===== config.mk =====
export PLATFORM = sky130hd
export DESIGN_NAME = resource_allocator_deadlock_detect_flat
export DESIGN_NICKNAME = d
export VERILOG_FILES = /design/src/hdl/rad_pkg.sv /design/src/hdl/rad_if.sv /design/src/hdl/rad_front.sv /design/src/hdl/rad_back.sv /design/src/hdl/resource_allocator_deadlock_detect.sv /design/src/flat_wrapper.sv
export SDC_FILE = /design/constraint.sdc
export NUM_CORES = 1
export LEC_CHECK = 0
export BUFFER_PORTS_ARGS = -buffer_cell sky130_fd_sc_hd__buf_2
export CORE_AREA = 2 2 143 215
export CTS_BUF_LIST = sky130_fd_sc_hd__clkbuf_8
export CTS_CLUSTER_SIZE = 8
export DETAILED_ROUTE_END_ITERATION = 10
export DIE_AREA = 0 0 145 217
export PLACE_DENSITY = 0.86
export RECOVER_POWER = 25
export SETUP_SLACK_MARGIN = 0.5
export SYNTH_ARGS = -nofsm -noshare
export SYNTH_HDL_FRONTEND = slang
export SYNTH_SLANG_ARGS = --single-unit

===== constraint.sdc =====
create_clock -name clk -period 23.8 [get_ports clk]
set_clock_uncertainty 0.05 [all_clocks]
set_input_delay 1.19 -clock clk [delete_from_list [all_inputs] [get_ports clk]]
set_output_delay 1.19 -clock clk [all_outputs]
set_load 0.05 [all_outputs]

===== src/hdl/rad_pkg.sv =====
package rad_pkg;

    localparam int NPROC = 4;
    localparam int NRES  = 3;
    localparam int UW    = 4;
    localparam int PW    = 2;
    // work vector must hold free plus every holding without wrapping
    localparam int WW    = UW + 3;
    localparam int CW    = 2;

    localparam logic [UW-1:0] UMAX        = {UW{1'b1}};
    localparam logic [UW-1:0] RESET_TOTAL = UW'(4);

    localparam logic [CW-1:0] CFG_TOTAL_A = CW'(0);
    localparam logic [CW-1:0] CFG_TOTAL_B = CW'(1);
    localparam logic [CW-1:0] CFG_TOTAL_C = CW'(2);

    typedef enum logic [1:0] {
        OP_REQ = 2'd0,
        OP_REL = 2'd1,
        OP_FIN = 2'd2,
        OP_DET = 2'd3
    } op_t;

    typedef enum logic [2:0] {
        EV_GRANT   = 3'd0,
        EV_BLOCK   = 3'd1,
        EV_REFUSED = 3'd2,
        EV_RELEASE = 3'd3,
        EV_FINISH  = 3'd4,
        EV_NO_DL   = 3'd5,
        EV_KILL    = 3'd6,
        EV_UNBLOCK = 3'd7
    } ev_t;

    typedef logic [UW-1:0] unit_t;
    typedef unit_t [NRES-1:0] uvec_t;

    typedef struct packed {
        op_t            op;
        logic [PW-1:0]  pid;
        uvec_t          want;
    } cmd_t;

    typedef struct packed {
        ev_t            kind;
        logic [PW-1:0]  pid;
        uvec_t          free;
    } res_t;

    typedef struct packed {
        logic busy;
        logic hold_valid;
    } bk_stat_t;

    function automatic unit_t sat_add(unit_t a, unit_t b);
        logic [UW:0] s;
        s = {1'b0, a} + {1'b0, b};
        return s[UW] ? UMAX : s[UW-1:0];
    endfunction

    function automatic logic fits(uvec_t want, uvec_t avail);
        logic ok;
        ok = 1'b1;
        for (int j = 0; j < NRES; j++)
        begin
            if (want[j] > avail[j])
                ok = 1'b0;
        end
        return ok;
    endfunction

endpackage


===== src/hdl/rad_if.sv =====
interface rad_in_if;
    import rad_pkg::*;
    logic          valid;
    logic          ready;
    logic [1:0]    opcode;
    logic [PW-1:0] proc_id;
    logic [UW-1:0] want_a;
    logic [UW-1:0] want_b;
    logic [UW-1:0] want_c;
    modport source (output valid, opcode, proc_id, want_a, want_b, want_c, input ready);
    modport sink   (input valid, opcode, proc_id, want_a, want_b, want_c, output ready);
endinterface

interface rad_out_if;
    import rad_pkg::*;
    logic          valid;
    logic          ready;
    logic [2:0]    event_kind;
    logic [PW-1:0] proc_out;
    logic [UW-1:0] free_a;
    logic [UW-1:0] free_b;
    logic [UW-1:0] free_c;
    logic          last_result;
    modport source (output valid, event_kind, proc_out, free_a, free_b, free_c, last_result,
                    input ready);
    modport sink   (input valid, event_kind, proc_out, free_a, free_b, free_c, last_result,
                    output ready);
endinterface

interface rad_cfg_if;
    import rad_pkg::*;
    logic          valid;
    logic          ready;
    logic [CW-1:0] index;
    logic [UW-1:0] data;
    modport source (output valid, index, data, input ready);
    modport sink   (input valid, index, data, output ready);
endinterface


===== src/hdl/rad_front.sv =====
module rad_front (
    input  logic          clk,
    input  logic          rst_n,
    rad_in_if.sink        in_ch,
    output rad_pkg::cmd_t q_cmd,
    output logic          q_valid,
    input  logic          q_pop
);
    import rad_pkg::*;

    cmd_t       q_mem_reg [2];
    logic       wr_ptr_reg;
    logic       rd_ptr_reg;
    logic [1:0] cnt_reg;
    logic       push;
    cmd_t       in_cmd;

    // decode the transfer into a command
    always_comb
    begin
        in_cmd.op      = op_t'(in_ch.opcode);
        in_cmd.pid     = in_ch.proc_id;
        in_cmd.want[0] = in_ch.want_a;
        in_cmd.want[1] = in_ch.want_b;
        in_cmd.want[2] = in_ch.want_c;
    end

    assign in_ch.ready = (cnt_reg != 2'd2);
    assign push        = in_ch.valid && in_ch.ready;
    assign q_valid     = (cnt_reg != 2'd0);
    assign q_cmd       = q_mem_reg[rd_ptr_reg];

    always_ff @(posedge clk)
    begin
        if (push)
            q_mem_reg[wr_ptr_reg] <= in_cmd;
    end

    always_ff @(posedge clk or negedge rst_n)
    begin
        if (!rst_n)
        begin
            wr_ptr_reg <= 1'b0;
            rd_ptr_reg <= 1'b0;
            cnt_reg    <= 2'd0;
        end
        else
        begin
            if (push)
                wr_ptr_reg <= ~wr_ptr_reg;
            if (q_pop)
                rd_ptr_reg <= ~rd_ptr_reg;
            if (push && !q_pop)
                cnt_reg <= cnt_reg + 2'd1;
            else if (!push && q_pop)
                cnt_reg <= cnt_reg - 2'd1;
        end
    end

endmodule


===== src/hdl/rad_back.sv =====
module rad_back (
    input  logic              clk,
    input  logic              rst_n,
    input  rad_pkg::cmd_t     q_cmd,
    input  logic              q_valid,
    output logic              q_pop,
    rad_cfg_if.sink           cfg,
    rad_out_if.source         out_ch,
    output rad_pkg::bk_stat_t stat
);
    import rad_pkg::*;

    typedef enum logic [2:0] {
        S_IDLE, S_EXEC, S_D_INIT, S_D_SCAN, S_D_EVAL, S_D_PICK, S_D_UNBLK, S_FLUSH
    } state_t;

    state_t                   state_reg;
    cmd_t                     cmd_reg;
    uvec_t                    free_reg;
    uvec_t                    held_reg    [NPROC];
    uvec_t                    pending_reg [NPROC];
    logic [NPROC-1:0]         term_reg;
    logic [NPROC-1:0]         blk_reg;
    logic [NPROC-1:0]         done_reg;
    logic [NRES-1:0][WW-1:0]  work_reg;
    logic [PW-1:0]            idx_reg;
    logic                     found_reg;
    res_t                     hold_reg;
    logic                     hold_valid_reg;
    res_t                     out_res_reg;
    logic                     out_last_reg;
    logic                     out_valid_reg;

    logic                     slot_free;
    logic                     can_emit;
    logic                     out_load;
    logic                     ev_go;
    res_t                     ev_res;
    logic [PW-1:0]            p;
    logic                     req_fit;
    uvec_t                    grant_free;
    uvec_t                    rel_free;
    uvec_t                    kill_free;
    uvec_t                    ub_free;
    logic                     ub_cand;
    logic                     sc_ok;
    logic [NPROC-1:0]         holds;
    logic [UW+1:0]            tot [NPROC];
    logic [PW-1:0]            vic;
    logic [UW+1:0]            best;
    logic                     vfound;
    logic [NPROC-1:0]         done_after;
    logic                     last_idx;

    assign p         = cmd_reg.pid;
    assign slot_free = !out_valid_reg || out_ch.ready;
    assign can_emit  = !hold_valid_reg || slot_free;
    assign q_pop     = (state_reg == S_IDLE) && q_valid;
    assign last_idx  = (idx_reg == PW'(NPROC - 1));
    assign cfg.ready = 1'b1;
    // the held result moves into the output register this cycle
    assign out_load  = hold_valid_reg && (ev_go || ((state_reg == S_FLUSH) && slot_free));

    always_comb
    begin
        req_fit = fits(cmd_reg.want, free_reg);
        ub_cand = blk_reg[idx_reg] && !term_reg[idx_reg]
                  && fits(pending_reg[idx_reg], free_reg);
        sc_ok   = !done_reg[idx_reg];
        for (int j = 0; j < NRES; j++)
        begin
            grant_free[j] = free_reg[j] - cmd_reg.want[j];
            rel_free[j]   = sat_add(free_reg[j], held_reg[p][j]);
            ub_free[j]    = free_reg[j] - pending_reg[idx_reg][j];
            if (WW'(pending_reg[idx_reg][j]) > work_reg[j])
                sc_ok = 1'b0;
        end
        for (int i = 0; i < NPROC; i++)
        begin
            holds[i] = |held_reg[i];
            tot[i]   = '0;
            for (int j = 0; j < NRES; j++)
                tot[i] = tot[i] + (UW+2)'(held_reg[i][j]);
        end
        // smallest holding among the deadlocked, lowest index on ties
        vic    = '0;
        best   = '0;
        vfound = 1'b0;
        for (int i = 0; i < NPROC; i++)
        begin
            if (!done_reg[i] && (!vfound || tot[i] < best))
            begin
                vic    = PW'(i);
                best   = tot[i];
                vfound = 1'b1;
            end
        end
        for (int j = 0; j < NRES; j++)
            kill_free[j] = sat_add(free_reg[j], held_reg[vic][j]);
        done_after      = done_reg;
        done_after[vic] = 1'b1;
    end

    // result produced in this cycle
    always_comb
    begin
        ev_go       = 1'b0;
        ev_res.kind = EV_NO_DL;
        ev_res.pid  = p;
        ev_res.free = free_reg;
        case (state_reg)
            S_EXEC:
            begin
                ev_go = can_emit;
                case (cmd_reg.op)
                    OP_REQ:
                    begin
                        if (term_reg[p])
                            ev_res.kind = EV_REFUSED;
                        else if (req_fit)
                        begin
                            ev_res.kind = EV_GRANT;
                            ev_res.free = grant_free;
                        end
                        else
                            ev_res.kind = EV_BLOCK;
                    end
                    OP_REL:
                    begin
                        if (term_reg[p])
                            ev_res.kind = EV_REFUSED;
                        else
                        begin
                            ev_res.kind = EV_RELEASE;
                            ev_res.free = rel_free;
                        end
                    end
                    default: ev_res.kind = EV_FINISH;
                endcase
            end
            S_D_EVAL:
            begin
                ev_go      = (&done_reg) && can_emit;
                ev_res.pid = '0;
            end
            S_D_PICK:
            begin
                ev_go       = can_emit;
                ev_res.kind = EV_KILL;
                ev_res.pid  = vic;
                ev_res.free = kill_free;
            end
            S_D_UNBLK:
            begin
                ev_go       = ub_cand && can_emit;
                ev_res.kind = EV_UNBLOCK;
                ev_res.pid  = idx_reg;
                ev_res.free = ub_free;
            end
            default: ev_go = 1'b0;
        endcase
    end

    always_ff @(posedge clk or negedge rst_n)
    begin
        if (!rst_n)
        begin
            state_reg      <= S_IDLE;
            cmd_reg        <= '0;
            free_reg       <= {NRES{RESET_TOTAL}};
            for (int i = 0; i < NPROC; i++)
            begin
                held_reg[i]    <= '0;
                pending_reg[i] <= '0;
            end
            term_reg       <= '0;
            blk_reg        <= '0;
            done_reg       <= '0;
            work_reg       <= '0;
            idx_reg        <= '0;
            found_reg      <= 1'b0;
            hold_reg       <= '0;
            hold_valid_reg <= 1'b0;
            out_res_reg    <= '0;
            out_last_reg   <= 1'b0;
            out_valid_reg  <= 1'b0;
        end
        else
        begin
            if (out_ch.ready && !out_load)
                out_valid_reg <= 1'b0;

            case (state_reg)
                S_IDLE:
                begin
                    if (q_valid)
                    begin
                        cmd_reg   <= q_cmd;
                        state_reg <= (q_cmd.op == OP_DET) ? S_D_INIT : S_EXEC;
                    end
                end
                S_EXEC:
                begin
                    if (can_emit)
                    begin
                        case (cmd_reg.op)
                            OP_REQ:
                            begin
                                if (!term_reg[p] && req_fit)
                                begin
                                    free_reg <= grant_free;
                                    for (int j = 0; j < NRES; j++)
                                        held_reg[p][j] <= sat_add(held_reg[p][j],
                                                                  cmd_reg.want[j]);
                                    pending_reg[p] <= '0;
                                    blk_reg[p]     <= 1'b0;
                                end
                                else if (!term_reg[p])
                                begin
                                    pending_reg[p] <= cmd_reg.want;
                                    blk_reg[p]     <= 1'b1;
                                end
                            end
                            OP_REL:
                            begin
                                if (!term_reg[p])
                                begin
                                    free_reg    <= rel_free;
                                    held_reg[p] <= '0;
                                end
                            end
                            default: term_reg[p] <= 1'b1;
                        endcase
                        state_reg <= S_FLUSH;
                    end
                end
                S_D_INIT:
                begin
                    for (int j = 0; j < NRES; j++)
                        work_reg[j] <= WW'(free_reg[j]);
                    done_reg  <= term_reg | ~holds;
                    idx_reg   <= '0;
                    found_reg <= 1'b0;
                    state_reg <= S_D_SCAN;
                end
                S_D_SCAN:
                begin
                    if (sc_ok)
                    begin
                        for (int j = 0; j < NRES; j++)
                            work_reg[j] <= work_reg[j] + WW'(held_reg[idx_reg][j]);
                        done_reg[idx_reg] <= 1'b1;
                    end
                    if (last_idx)
                    begin
                        idx_reg   <= '0;
                        found_reg <= 1'b0;
                        if (!(found_reg || sc_ok))
                            state_reg <= S_D_EVAL;
                    end
                    else
                    begin
                        idx_reg   <= idx_reg + PW'(1);
                        found_reg <= found_reg || sc_ok;
                    end
                end
                S_D_EVAL:
                begin
                    if (!(&done_reg))
                        state_reg <= S_D_PICK;
                    else if (can_emit)
                        state_reg <= S_FLUSH;
                end
                S_D_PICK:
                begin
                    if (can_emit)
                    begin
                        free_reg         <= kill_free;
                        held_reg[vic]    <= '0;
                        pending_reg[vic] <= '0;
                        term_reg[vic]    <= 1'b1;
                        blk_reg[vic]     <= 1'b0;
                        done_reg[vic]    <= 1'b1;
                        if (&done_after)
                        begin
                            idx_reg   <= '0;
                            state_reg <= S_D_UNBLK;
                        end
                    end
                end
                S_D_UNBLK:
                begin
                    if (!ub_cand || can_emit)
                    begin
                        if (ub_cand)
                        begin
                            free_reg <= ub_free;
                            for (int j = 0; j < NRES; j++)
                                held_reg[idx_reg][j] <= sat_add(held_reg[idx_reg][j],
                                                                pending_reg[idx_reg][j]);
                            pending_reg[idx_reg] <= '0;
                            blk_reg[idx_reg]     <= 1'b0;
                        end
                        if (last_idx)
                            state_reg <= S_FLUSH;
                        else
                            idx_reg <= idx_reg + PW'(1);
                    end
                end
                S_FLUSH:
                begin
                    if (!hold_valid_reg)
                        state_reg <= S_IDLE;
                    else if (slot_free)
                    begin
                        out_res_reg    <= hold_reg;
                        out_last_reg   <= 1'b1;
                        out_valid_reg  <= 1'b1;
                        hold_valid_reg <= 1'b0;
                        state_reg      <= S_IDLE;
                    end
                end
                default: state_reg <= S_IDLE;
            endcase

            // a new result pushes the held one out as a non-final transfer
            if (ev_go)
            begin
                if (hold_valid_reg)
                begin
                    out_res_reg   <= hold_reg;
                    out_last_reg  <= 1'b0;
                    out_valid_reg <= 1'b1;
                end
                hold_reg       <= ev_res;
                hold_valid_reg <= 1'b1;
            end

            if (cfg.valid && cfg.ready)
            begin
                case (cfg.index)
                    CFG_TOTAL_A: free_reg[0] <= cfg.data;
                    CFG_TOTAL_B: free_reg[1] <= cfg.data;
                    CFG_TOTAL_C: free_reg[2] <= cfg.data;
                    default:     ;
                endcase
            end
        end
    end

    assign out_ch.valid       = out_valid_reg;
    assign out_ch.event_kind  = out_res_reg.kind;
    assign out_ch.proc_out    = out_res_reg.pid;
    assign out_ch.free_a      = out_res_reg.free[0];
    assign out_ch.free_b      = out_res_reg.free[1];
    assign out_ch.free_c      = out_res_reg.free[2];
    assign out_ch.last_result = out_last_reg;

    assign stat.busy       = (state_reg != S_IDLE);
    assign stat.hold_valid = hold_valid_reg;

endmodule


===== src/hdl/resource_allocator_deadlock_detect.sv =====
// Channel   Dir  Handshake     Payload
// in_ch     in   valid/ready   opcode, proc_id, want_a, want_b, want_c
// out_ch    out  valid/ready   event_kind, proc_out, free_a..c, last_result
// cfg       in   valid/ready   index (total_units_a/b/c), data
//
// Request, release and finish go from transfer to result through the queue,
// dispatch, execute and a final flush through the output register.
// Detect runs the work/finish scan, which visits one process per cycle for
// at most NPROC+1 passes, then kills the victims one at a time and sweeps
// every process to unblock. Reset is asynchronous, active low; free
// counts return to 4. A stalled output holds the back end; the 2-entry queue
// keeps accepting transfers until full.
module resource_allocator_deadlock_detect (
    input  logic clk,
    input  logic rst_n,
    rad_in_if.sink    in_ch,
    rad_out_if.source out_ch,
    rad_cfg_if.sink   cfg
);
    import rad_pkg::*;

    cmd_t     q_cmd;
    logic     q_valid;
    logic     q_pop;
    bk_stat_t bk_stat;

    // front end: accept, decode and queue commands
    rad_front u_front (
        .clk     (clk),
        .rst_n   (rst_n),
        .in_ch   (in_ch),
        .q_cmd   (q_cmd),
        .q_valid (q_valid),
        .q_pop   (q_pop)
    );

    // back end: allocator state, detection sequencer and result staging
    rad_back u_back (
        .clk     (clk),
        .rst_n   (rst_n),
        .q_cmd   (q_cmd),
        .q_valid (q_valid),
        .q_pop   (q_pop),
        .cfg     (cfg),
        .out_ch  (out_ch),
        .stat    (bk_stat)
    );

`ifndef SYNTHESIS
    // never pop an empty queue
    a_pop_valid: assert property (@(posedge clk) disable iff (!rst_n)
        q_pop |-> q_valid)
        else $error("queue popped while empty");

    // a non-final transfer means more results of this item are still in work
    a_more_results: assert property (@(posedge clk) disable iff (!rst_n)
        (out_ch.valid && out_ch.ready && !out_ch.last_result) |-> bk_stat.busy)
        else $error("non-final result with back end idle");

    // a staged result never outlives its item
    a_hold_busy: assert property (@(posedge clk) disable iff (!rst_n)
        bk_stat.hold_valid |-> bk_stat.busy)
        else $error("staged result left behind in idle");
`endif

endmodule


===== src/flat_wrapper.sv =====
// flat-port wrapper written by rule: the top's interface ports become plain ports
module resource_allocator_deadlock_detect_flat import rad_pkg::*;
  (clk, rst_n, in_ch_valid, in_ch_opcode, in_ch_proc_id, in_ch_want_a, in_ch_want_b, in_ch_want_c, in_ch_ready, out_ch_valid, out_ch_event_kind, out_ch_proc_out, out_ch_free_a, out_ch_free_b, out_ch_free_c, out_ch_last_result, out_ch_ready, cfg_valid, cfg_index, cfg_data, cfg_ready);
  rad_in_if in_ch_i ();
  rad_out_if out_ch_i ();
  rad_cfg_if cfg_i ();
  input  logic clk;
  input  logic rst_n;
  input wire logic [$bits(in_ch_i.valid)-1:0] in_ch_valid;
  input wire logic [$bits(in_ch_i.opcode)-1:0] in_ch_opcode;
  input wire logic [$bits(in_ch_i.proc_id)-1:0] in_ch_proc_id;
  input wire logic [$bits(in_ch_i.want_a)-1:0] in_ch_want_a;
  input wire logic [$bits(in_ch_i.want_b)-1:0] in_ch_want_b;
  input wire logic [$bits(in_ch_i.want_c)-1:0] in_ch_want_c;
  output wire logic [$bits(in_ch_i.ready)-1:0] in_ch_ready;
  output wire logic [$bits(out_ch_i.valid)-1:0] out_ch_valid;
  output wire logic [$bits(out_ch_i.event_kind)-1:0] out_ch_event_kind;
  output wire logic [$bits(out_ch_i.proc_out)-1:0] out_ch_proc_out;
  output wire logic [$bits(out_ch_i.free_a)-1:0] out_ch_free_a;
  output wire logic [$bits(out_ch_i.free_b)-1:0] out_ch_free_b;
  output wire logic [$bits(out_ch_i.free_c)-1:0] out_ch_free_c;
  output wire logic [$bits(out_ch_i.last_result)-1:0] out_ch_last_result;
  input wire logic [$bits(out_ch_i.ready)-1:0] out_ch_ready;
  input wire logic [$bits(cfg_i.valid)-1:0] cfg_valid;
  input wire logic [$bits(cfg_i.index)-1:0] cfg_index;
  input wire logic [$bits(cfg_i.data)-1:0] cfg_data;
  output wire logic [$bits(cfg_i.ready)-1:0] cfg_ready;
  assign in_ch_i.valid = in_ch_valid;
  assign in_ch_i.opcode = in_ch_opcode;
  assign in_ch_i.proc_id = in_ch_proc_id;
  assign in_ch_i.want_a = in_ch_want_a;
  assign in_ch_i.want_b = in_ch_want_b;
  assign in_ch_i.want_c = in_ch_want_c;
  assign in_ch_ready = in_ch_i.ready;
  assign out_ch_valid = out_ch_i.valid;
  assign out_ch_event_kind = out_ch_i.event_kind;
  assign out_ch_proc_out = out_ch_i.proc_out;
  assign out_ch_free_a = out_ch_i.free_a;
  assign out_ch_free_b = out_ch_i.free_b;
  assign out_ch_free_c = out_ch_i.free_c;
  assign out_ch_last_result = out_ch_i.last_result;
  assign out_ch_i.ready = out_ch_ready;
  assign cfg_i.valid = cfg_valid;
  assign cfg_i.index = cfg_index;
  assign cfg_i.data = cfg_data;
  assign cfg_ready = cfg_i.ready;
  resource_allocator_deadlock_detect u_core (.clk(clk), .rst_n(rst_n), .in_ch(in_ch_i), .out_ch(out_ch_i), .cfg(cfg_i));
endmodule

### Yosys cells after proc, flatten, opt, wreduce, memory -nomap -nowiden

Memories as Yosys holds them, arrays and structs flattened.
Index checks and enable logic that the tools add are counted.
Widths: inputs -> output; s select.

* input bits: 27
* memories: 1
* bits in writable memories: 32
* register bits: 204
* word-level logic and storage cells: 423

Memory list
* u_core.u_front.q_mem_reg: depth 2, width 16, rd ports 1, clocked after memory_dff 0, write ports 1, line rad_front.sv:11 `cmd_t q_mem_reg [2];`

* bitwise operators: 26
* mux-type cells: 182
* reduce and logical (&&, ||, !) cells: 70
* equal/unequal tests: 31
* order comparisons: 24
* $add $sub $neg: 32

Operators with widths (count)
* $mux 48: 13
* $bwmux 48: 7
* $pmux 48 s3: 2
* $mux 12: 22
* $and 48x48->48: 5
* $demux 12 s2: 9
* $not 48->48: 3
* $mux 4: 29
* $bmux 12 s2: 4
* $pmux 48 s2: 1
* $mux 17: 5
* $add 4x4->5: 16
* $pmux 12 s3: 2
* $pmux 12 s2: 2
* $reduce_or 12->1: 4
* $pmux 21 s2: 1
* $mux 1: 40
* $mux 3: 11
* $ne 2x2->1 const B: 13
* $add 5x4->6: 4
* $gt 4x4->1: 6
* $or 4x4->4: 6
* $pmux 3 s8: 1
* $pmux 4 s3: 2
* 50 further kinds: 157

### Logic depth before layout (Yosys ltp)

Gate-level depths: netlist (run 1).

* depth after elaboration: 25
* mapped depth: 45

### By module

From an unflattened synthesis (run 1), not the netlist that was laid out.

* cells, all modules: 1825
* area, all modules: 17558.1 µm²

Modules (own cells, without submodules)
* rad_back: instances 1, cells each 1757, area each 16158.0 µm²
* rad_front: instances 1, cells each 68, area each 1400.1 µm²

### Worst setup path after synthesis (run 1)

Ideal clock, no wire load.

* path type: register to register
* start point: register u_core.u_back.held_reg[37] in the netlist's numbering
* end point: register u_core.u_back.free_reg[0] in the netlist's numbering
* cell stages (with the launch flop): 42
* clock period less this slack: 8.537 ns
* setup time: 0.121 ns
* data arrival time: 8.366 ns
* slack: 15.263 ns
* cell sequence: dfrtp_1 -> inv_1 -> fa_1 -> inv_1 -> ha_1 -> fa_1 -> xor2_1 -> nand2b_1 -> ha_1 -> a21oi_1 -> o22a_1 -> nand2_1 -> nor2_1 -> clkbuf_1 -> nor2_1 -> a21oi_1 -> ha_1 -> a211oi_1 -> [6 not listed] -> ha_1 -> and3_1 -> nand3_1 -> nor2b_1 -> a31o_2 -> a21boi_1 -> a21oi_2 -> clkbuf_1 -> a221oi_1 -> ha_1 -> fa_1 -> and2_1 -> o21ai_0 -> nand3b_1 -> o21ai_0 -> o21bai_1 -> a22oi_1 -> o22a_1

* longest elaborated chain between the ends: 25
* elaborated cells on any way between the ends: 39
* those cells by class: add/sub: 4; order compare: 3; mux: 23; bitwise: 1; reduce/logical: 8

Ends and longest elaborated chain
* start: declaration: line rad_back.sv:20 `uvec_t held_reg [NPROC];`
* start signal: indexed assignment: line rad_back.sv:213 `held_reg[p][j] <= sat_add(held_reg[p][j],`
* start signal: indexed assignment: line rad_back.sv:299 `held_reg[idx_reg][j] <= sat_add(held_reg[idx_reg][j],`
* $add 4x4->5: line rad_back.sv:83 `tot[i] = tot[i] + (UW+2)'(held_reg[i][j]);`
* $add 5x4->6: line rad_back.sv:83
* $mux 6: line rad_back.sv:91 `if (!done_reg[i] && (!vfound || tot[i] < best))`
* $lt 6x6->1: line rad_back.sv:91
* $logic_or 1x1->1: line rad_back.sv:91
* $logic_and 1x1->1: line rad_back.sv:91
* $mux 6 / $mux 1 (equally long branches): line rad_back.sv:91
* $lt 6x6->1 / $logic_not 1->1 (equally long branches): line rad_back.sv:91
* [8 not listed]
* $bmux 12 s2: line rad_back.sv:99 `kill_free[j] = sat_add(free_reg[j], held_reg[vic][j]);`
* $mux 12 (2 in a row)
* $add 4x4->5: line rad_pkg.sv:58 `s = {1'b0, a} + {1'b0, b};`
* $mux 4: line rad_pkg.sv:59 `return s[UW] ? UMAX : s[UW-1:0];`
* $mux 12: line rad_back.sv:276 `if (can_emit)`
* $pmux 12 s3 *: line rad_back.sv:193 `case (state_reg)`
* $mux 4: line rad_back.sv:341 `case (cfg.index)`
* $mux 12 *: line rad_back.sv:339 `if (cfg.valid && cfg.ready)`
* end signal: assignment: line rad_back.sv:211 `free_reg <= grant_free;`
* end signal: assignment: line rad_back.sv:278 `free_reg <= kill_free;`
* end signal: assignment: line rad_back.sv:297 `free_reg <= ub_free;`
* end: declaration: line rad_back.sv:19 `uvec_t free_reg;`

Every way passes the cells marked *; elsewhere a longest branch is shown, timed or not. The select of a mux whose other input is x is not followed.
A chain may end at the register's enable or synchronous reset.

### Worst setup path after layout (run 1)

* start point: register u_core.u_back.held_reg[37] in the netlist's numbering
* end point: register u_core.u_back.free_reg[7] in the netlist's numbering

* longest elaborated chain between the ends: 25
* elaborated cells on any way between the ends: 31
* those cells by class: add/sub: 3; order compare: 3; mux: 16; bitwise: 1; reduce/logical: 8

Ends and longest elaborated chain (line)
* $add 4x4->5 *: rad_back.sv:83
* $add 5x4->6 *: rad_back.sv:83
* $mux 6 *: rad_back.sv:91
* $lt 6x6->1: rad_back.sv:91
* $logic_or 1x1->1: rad_back.sv:91
* $logic_and 1x1->1: rad_back.sv:91
* $mux 6 / $mux 1 (equally long branches): rad_back.sv:91
* $lt 6x6->1 / $logic_not 1->1 (equally long branches): rad_back.sv:91
* [8 not listed]
* $bmux 12 s2 *: rad_back.sv:99
* $mux 12 * (2 in a row)
* $add 4x4->5 *: rad_pkg.sv:58
* $mux 4 *: rad_pkg.sv:59
* $mux 12 *: rad_back.sv:276
* $pmux 12 s3 *: rad_back.sv:193
* $mux 4: rad_back.sv:341
* $mux 12 *: rad_back.sv:339

Marked as above.

==> results.txt, run 1 <==
The flow ran to the end, but the final reports show violations. The checks that failed: capacitance limit, slew limit. The final number of setup-violating endpoints came out at 0. The distinct cell type count after synthesis is 77. The filler cell count in the final layout came out at about 2.5k.

The number of sinks driven by the clock tree came out at around 240. The number of remaining DRC errors came out at 0. The area of the multi-input gates is between 10000 and 15000 um2. The largest fanout on the critical path came out at 26. After legalization and detailed placement, the total HPWL measured between 40000 and 50000 um. The routability congestion estimate from global placement came out at 1.05. The routed via count is approximately 16k. The number of global-route vias before repair is about 16k. The count of state elements after synthesis is roughly 240.

The worst setup path is captured at a flop. The clock transition time at the flip-flop clock pins of the worst setup and hold paths is around 0.070 ns. The source-to-sink clock delay at the later pin of the worst-skew pair came out at 0.60 ns. The floorplan has between 70 and 80 rows. The average wire per cell in the routed design came out at between 20 and 30 um. The final critical-path share of the clock period is 0.432. The area taken by flip-flops and latches came out at around 6000 um2. The count of max-cap constraint violations is 1. The number of gates resized after CTS is 0.

The longest individual stage delay on the worst path came out at about 0.86 ns. The cell area after placement came out at around 18000 um2. After the last flow step, the layout net total stands at 2006. The CTS tree is yes. Each instance of the synthesized netlist takes up on average 9.70 um2.

The DRC violation total after the first TritonRoute iteration is between 1.5k and 2k. The number of setup buffers added after CTS is 0. The shortest clock period the worst path allows after layout is 10.28 ns. The depth of the CTS H-tree came out at 2. The number of buffers inserted during clock tree synthesis is 39. The count of antenna-violating nets left after detailed routing came out at 0. The clock tree buffer depth is 3. Entering global routing, the biggest net connects between 70 and 80 pins. In this run the tool buffered the top-level ports with 46 buffer cells. The post-synth net total is 2004. The x dimension of the die came out at between 100 and 150 um. The die outline area is between 30000 and 40000 um2. The largest individual stage delay along the critical path comes from the cell sky130_fd_sc_hd__nor2_1. The total track usage is 0.376. Yosys instantiated no cell more often than sky130_fd_sc_hd__dfrtp_1.

Summing every instance area after synthesis gives about 18000 um2. The core area came out at a little under 30000 um2. The final layout contains routed wiring with a total length of 59100 um. The startpoint kind of the worst setup timing path is a flop. The number of vias per cell is between 7 and 8. The fmax came out at just under 100 MHz. The yosys synthesis warning count is 0.

The share of the Yosys chip area taken by registers is 0.346. The tree is rooted in a sky130_fd_sc_hd__clkbuf_8. In this run the vertical extent of the chip is 217 um.

The share of synthesized registers carrying an async set or reset came out at 0.864. The class of the most critical hold timing path is reg2reg. In the final timing run, aggregate negative setup slack is 0 ns. The first-pass GRT wire length is approximately 90000 um. The number of top-level pins is between 40 and 50. The number of antenna violations at the first check in global routing came out at 0. The number of failing hold endpoints at the final stage came out at 0. The final count of pins violating max slew came out at 64. The worst setup path is of the reg2reg kind. The worst max-slew margin expressed relative to the limit is -1.27. The number of buffers inserted by hold repair at cts came out at 0. STA puts the critical path data required time at approximately 24 ns. Summed over all layers, the global routing overflow is 0.

Synthesis produced a netlist whose cell count is 1808. The final standard cell area without fillers is roughly 19000 um2. In the post-synthesis netlist, the biggest area contributors are sky130_fd_sc_hd__dfrtp_1, sky130_fd_sc_hd__ha_1, sky130_fd_sc_hd__edfxtp_1.

The effective utilization at floorplan is 0.589. The commonest cells after synthesis are sky130_fd_sc_hd__dfrtp_1, sky130_fd_sc_hd__nor2_1, sky130_fd_sc_hd__ha_1, sky130_fd_sc_hd__a21oi_1, sky130_fd_sc_hd__inv_1. The buffer and inverter count on the worst path came out at 4. The synthesis-to-layout area growth is 7.22%. Of the post-synthesis cell area, the dominant cell type holds 0.287. The cell taking the most area after synthesis is sky130_fd_sc_hd__dfrtp_1. The data arrival at the endpoint of the critical path came out at 10.70 ns. The number of flops mapped to enable cells by yosys is 32. The fraction of layout instances using a drive strength above 1 came out at 0.112. Setup repair after global routing left no endpoint under its margin. For the pin with the worst max-slew slack, the measured transition is 3.40 ns.

The cell family contributing the most delay on the critical path is compound AO/OA/AOI/OAI gates. The first detailed-routing pass took 6 iterations. For this run, the leading register cell type out of synthesis is sky130_fd_sc_hd__dfrtp_1.
## cell families after synthesis
group	Yosys count	synth area share
flops	236	0.346
compound gates	627	0.250
xor+xnor	46	0.0230
fa+ha+maj	169	0.138
buf+inv	233	0.0519
simple gates	417	0.117
mux	79	0.0736
other cells	1	0.000214
## placed cells by master (no fill, tap or decap), types with 15 or more instances in the layout
cell / netlist / layout
sky130_fd_sc_hd__nand2b_1: 19 / 19
sky130_fd_sc_hd__buf_4: 5 / 24
sky130_fd_sc_hd__a32o_1: 36 / 36
sky130_fd_sc_hd__nor2b_1: 36 / 35
sky130_fd_sc_hd__xnor2_1: 18 / 18
sky130_fd_sc_hd__edfxtp_1: 32 / 32
sky130_fd_sc_hd__nand3_1: 18 / 18
sky130_fd_sc_hd__mux4_2: 38 / 38
sky130_fd_sc_hd__a22oi_1: 40 / 40
sky130_fd_sc_hd__o211ai_1: 15 / 15
sky130_fd_sc_hd__a31oi_1: 29 / 29
sky130_fd_sc_hd__ha_1: 128 / 128
sky130_fd_sc_hd__a21o_1: 54 / 54
sky130_fd_sc_hd__mux2i_1: 22 / 22
sky130_fd_sc_hd__nand2_1: 76 / 75
sky130_fd_sc_hd__clkbuf_8: 0 / 48
sky130_fd_sc_hd__dfrtp_1: 201 / 200
sky130_fd_sc_hd__buf_2: 13 / 42
sky130_fd_sc_hd__o221ai_1: 16 / 16
sky130_fd_sc_hd__or3_1: 18 / 18
sky130_fd_sc_hd__fa_1: 41 / 41
sky130_fd_sc_hd__inv_1: 122 / 136
sky130_fd_sc_hd__o21ai_0: 90 / 90
sky130_fd_sc_hd__a221oi_1: 15 / 15
sky130_fd_sc_hd__o22ai_1: 51 / 51
sky130_fd_sc_hd__nor2_1: 164 / 164
sky130_fd_sc_hd__a21oi_1: 127 / 127
sky130_fd_sc_hd__a22o_1: 67 / 67
sky130_fd_sc_hd__xor2_1: 28 / 28
## final timing paths
check | start | to | slack (ns) | depth (start not counted)
max in group asynchronous | rst_n | u_core.u_back.idx_reg[0] | 19.57 | 2
min in group asynchronous | rst_n | u_core.u_back.hold_reg[6] | 1.70 | 1
min | flop | flop | 0.43 | 1
max reg2reg | u_core.u_back.held_reg[37] | u_core.u_back.free_reg[7] | 13.52 | 40
min reg2reg | flop | flop | 0.43 | 1
max | u_core.u_back.held_reg[37] | u_core.u_back.free_reg[7] | 13.52 | 40
## through the flow
| step | instances | util | setup WS, ns | hold slack [ns] |
|---|---|---|---|---|
| floorplan | 1808 | - | 15.26 | 0.385 |
| global placement | 2169 | 0.605 | 14.11 | 0.404 |
| detailed placement | 2169 | 0.605 | 13.77 | 0.425 |
| CTS | 2237 | 0.632 | 13.71 | 0.439 |
| global route | 2237 | 0.631 | 13.04 | 0.449 |
| finish | 2238 | 0.631 | 13.52 | 0.435 |
## layer usage
layer  global-route usage  wire length [um]
met3               0.0748              5720
met2                0.597             26800
met1                0.433             20300
met5                    0                 0
met4                0.331              6400
## worst reg2reg max path, delay by kind of cell, from the launching register on
family / cells / cell delay, ns
compound gates: 18 / 4.12
fa+ha+maj: 7 / 2.48
simple gates: 10 / 2.10
buf+inv: 4 / 0.77
flops: 1 / 0.47
xor+xnor: 1 / 0.17
## cell type report
cell class | instances | area share
diodes | 1 | 0.000133
clock buffers | 48 | 0.0352
clock inverters | 20 | 0.00712
inverters | 123 | 0.0246
multi-input cells | 1339 | 0.562
flip-flops and latches | 236 | 0.323
well taps | 400 | 0.0266
repair buffers | 71 | 0.0218
Power of run 1 is left out: the tool's default activity adds up to more than one toggle a clock period on the data nets, which glitch-free logic cannot reach.
==> run 2, diff against run 1 <==
==> constraint.sdc (replaced) <==
create_clock -name clk -period 10 [get_ports clk]
set_clock_uncertainty 0.05 [all_clocks]
set_input_delay 0.5 -clock clk [delete_from_list [all_inputs] [get_ports clk]]
set_output_delay 0.5 -clock clk [all_outputs]
set_load 0.05 [all_outputs]
==> run 2 against run 1 <==
The flow still finishes with violations (capacitance limit, slew limit). Final cell count up 0.40%. Hold slack worse by 0.38 ns. Core utilization up 0.47 points. Critical path depth down 1. Register-to-register slack worse by 13 ns. Global-route usage up 0.49 points. Maximum frequency up 12%.
==> results.txt, run 2 (synthesis gave the netlist of run 1 again) <==
The reg2reg setup slack came out at ~0.85 ns. The slowest cell on the critical path is sky130_fd_sc_hd__fa_1. Clock tree synthesis inserted a total of 39 buffers. The area of the multi-input gates came out at 10600 um2. The data arrival at the endpoint of the critical path is ~9.6 ns.

The height of the chip is approximately 220 um. The class of the most critical hold timing path is in2reg. The total track usage came out at 0.380. The final count of pins violating max slew was a little over 60. The filler cell count in the final layout is about 2.4k. The source-to-sink clock delay at the later pin of the worst-skew pair is approximately 0.6 ns. TritonCTS built the clock tree. The fraction of layout instances using a drive strength above 1 is 0.117. The final critical-path share of the clock period came out at 0.915. The average wire per cell in the routed design came out at approximately 27 um.

The depth of the CTS H-tree came out at 2. The core area came out at a little under 30000 um2. The detailed router placed around 16k vias in this run. At the end of routability-driven placement, the weighted congestion stood at approximately 1.1.

The final layout contains just over 2k nets. The fmax is 109 MHz. The synthesis-to-layout area growth came out at 8.02%. The number of global-route vias before repair came out at 15.4k.

In this design, the stage delay of the slowest critical-path cell is 0.55 ns. The checks that failed: capacitance limit, slew limit. The largest fanout on the critical path is 21.

The maximum number of pins on one net before global-route repair is 74. The number of failing hold endpoints at the final stage is 0. The capturing element of the worst setup path is u_core.u_back.free_reg[5]. For the worst flop-to-flop path, the logic depth is 39. In the layout the commonest cells are sky130_fd_sc_hd__dfrtp_1, sky130_fd_sc_hd__nor2_1, sky130_fd_sc_hd__inv_1, sky130_fd_sc_hd__ha_1, sky130_fd_sc_hd__a21oi_1. The most frequent cell on the critical path is sky130_fd_sc_hd__ha_1. The number of antenna violations at the first check in global routing is 0. The number of remaining DRC errors is 0. STA classifies the critical path endpoint as a flop.

For this run the aggregate overflow at the end of global routing stands at 0. STA classifies the critical path startpoint as a flop. Once detail routing completed, the nets flagged for antenna violations numbered 0. Setup repair after global routing could not meet its margin everywhere. The run finished, with violations left. The tree is rooted in a sky130_fd_sc_hd__clkbuf_8. The setup path with the least slack is of type reg2reg. Summed over all nets, the half-perimeter wirelength after detailed placement is between 40000 and 50000 um. In this run the worst setup path begins at u_core.u_back.held_reg[25]. The worst endpoint required time came out at 10.45 ns.

The actual slew at the worst max-slew pin is between 3 and 4 ns. The clock tree buffer depth is 3. The first-pass GRT wire length is around 91000 um.

The number of sinks driven by the clock tree came out at roughly 240. The worst register-to-register path ends at u_core.u_back.free_reg[5]. The iteration count of the initial detailed-routing pass came out at 9. The number of vias per cell is ~7.

The first routing iteration left between 2k and 2.5k violations. After detailed routing, the total wire length is approximately 60000 um. The startpoint identified for the worst register-to-register timing path is u_core.u_back.held_reg[25]. The die outline area came out at approximately 31000 um2. The clock transition time at the flip-flop clock pins of the worst setup and hold paths came out at about 0.07 ns. The count of standard-cell rows is 78. The sequential cells in the finished layout cover a total of 6070 um2. The number of top-level pins came out at 48. Along the worst hold path, the cell count comes to 1.

The number of buffers added on ports came out at 46. The library cell used most frequently in the layout, excluding fill and tap cells, is sky130_fd_sc_hd__dfrtp_1. For the finished layout, the period the worst path requires is ~9.2 ns. The worst max-slew margin expressed relative to the limit came out at -1.21. Max-cap violations in this run came to 1. The effective utilization at floorplan is 0.589. The non-filler instance count after layout is ~2.2k. After routing, the total negative slack on setup checks comes to 0 ns. The x dimension of the die is 145 um. The instance count after placement with tap cells included came out at approximately 2.2k. The final number of setup-violating endpoints is 0.
==> run 2: layout make-up <==
| type | instances | area share |
|---|---|---|
| diodes | 2 | 0.000264 |
| clock buffers | 42 | 0.0305 |
| clock inverters | 23 | 0.0104 |
| inverters | 123 | 0.0244 |
| multi-input cells | 1340 | 0.562 |
| flip-flops and latches | 236 | 0.321 |
| well taps | 400 | 0.0264 |
| repair buffers | 81 | 0.0254 |
==> run 2: stage by stage <==
stage / area, um2 / util / worst slack [ns] / hold WS, ns
final: 18900 / 0.636 / 0.848 / 0.0571
after global routing: 18900 / 0.636 / 0.474 / 0.0456
after CTS: 18900 / 0.634 / 0.683 / 0.0340
after detailed placement: 18100 / 0.607 / 0.743 / 0.411
after global placement: 18100 / 0.607 / 0.916 / 0.402
after floorplan: 17500 / - / 1.46 / 0.154
==> run 2: worst max-delay path: cells and delay by family, from the launching register on <==
family / cells / cell delay, ns
compound gates: 13 / 2.79
simple gates: 14 / 2.48
buf+inv: 4 / 0.60
fa+ha+maj: 8 / 2.67
flops: 1 / 0.45
==> run 2: worst min-delay path by stage <==
stage	startpoint	endpoint
2_1_floorplan	rst_n	async pin
3_3_place_gp	u_core.u_back.hold_reg[15]	u_core.u_back.hold_reg[15]
3_5_place_dp	u_core.u_back.hold_reg[15]	u_core.u_back.hold_reg[15]
4_1_cts	in_ch_want_a[3]	u_core.u_front.q_mem_reg[0][3]
5_1_grt	in_ch_want_b[1]	u_core.u_front.q_mem_reg[1][5]
6_report	in_ch_want_b[1]	u_core.u_front.q_mem_reg[1][5]
==> run 2: what timing repair did <==
action | 4_1_cts | 5_1_grt
hold endpoints to repair | 56 | 0
hold buffers | 1 | 0
setup buffers | 0 | 1
endpoints found under the setup margin | 0 | 24
resized for setup | 0 | 14
==> run 2: metal layers <==
metal  global-route usage  vias up  part of all wire
li1                     -     6812                 -
met1                0.447     7664              0.34
met2                0.600     1074              0.45
met3               0.0943      337              0.11
met4                0.298        0             0.096
met5                    0        -                 0
Power of run 2 is left out for the same reason.
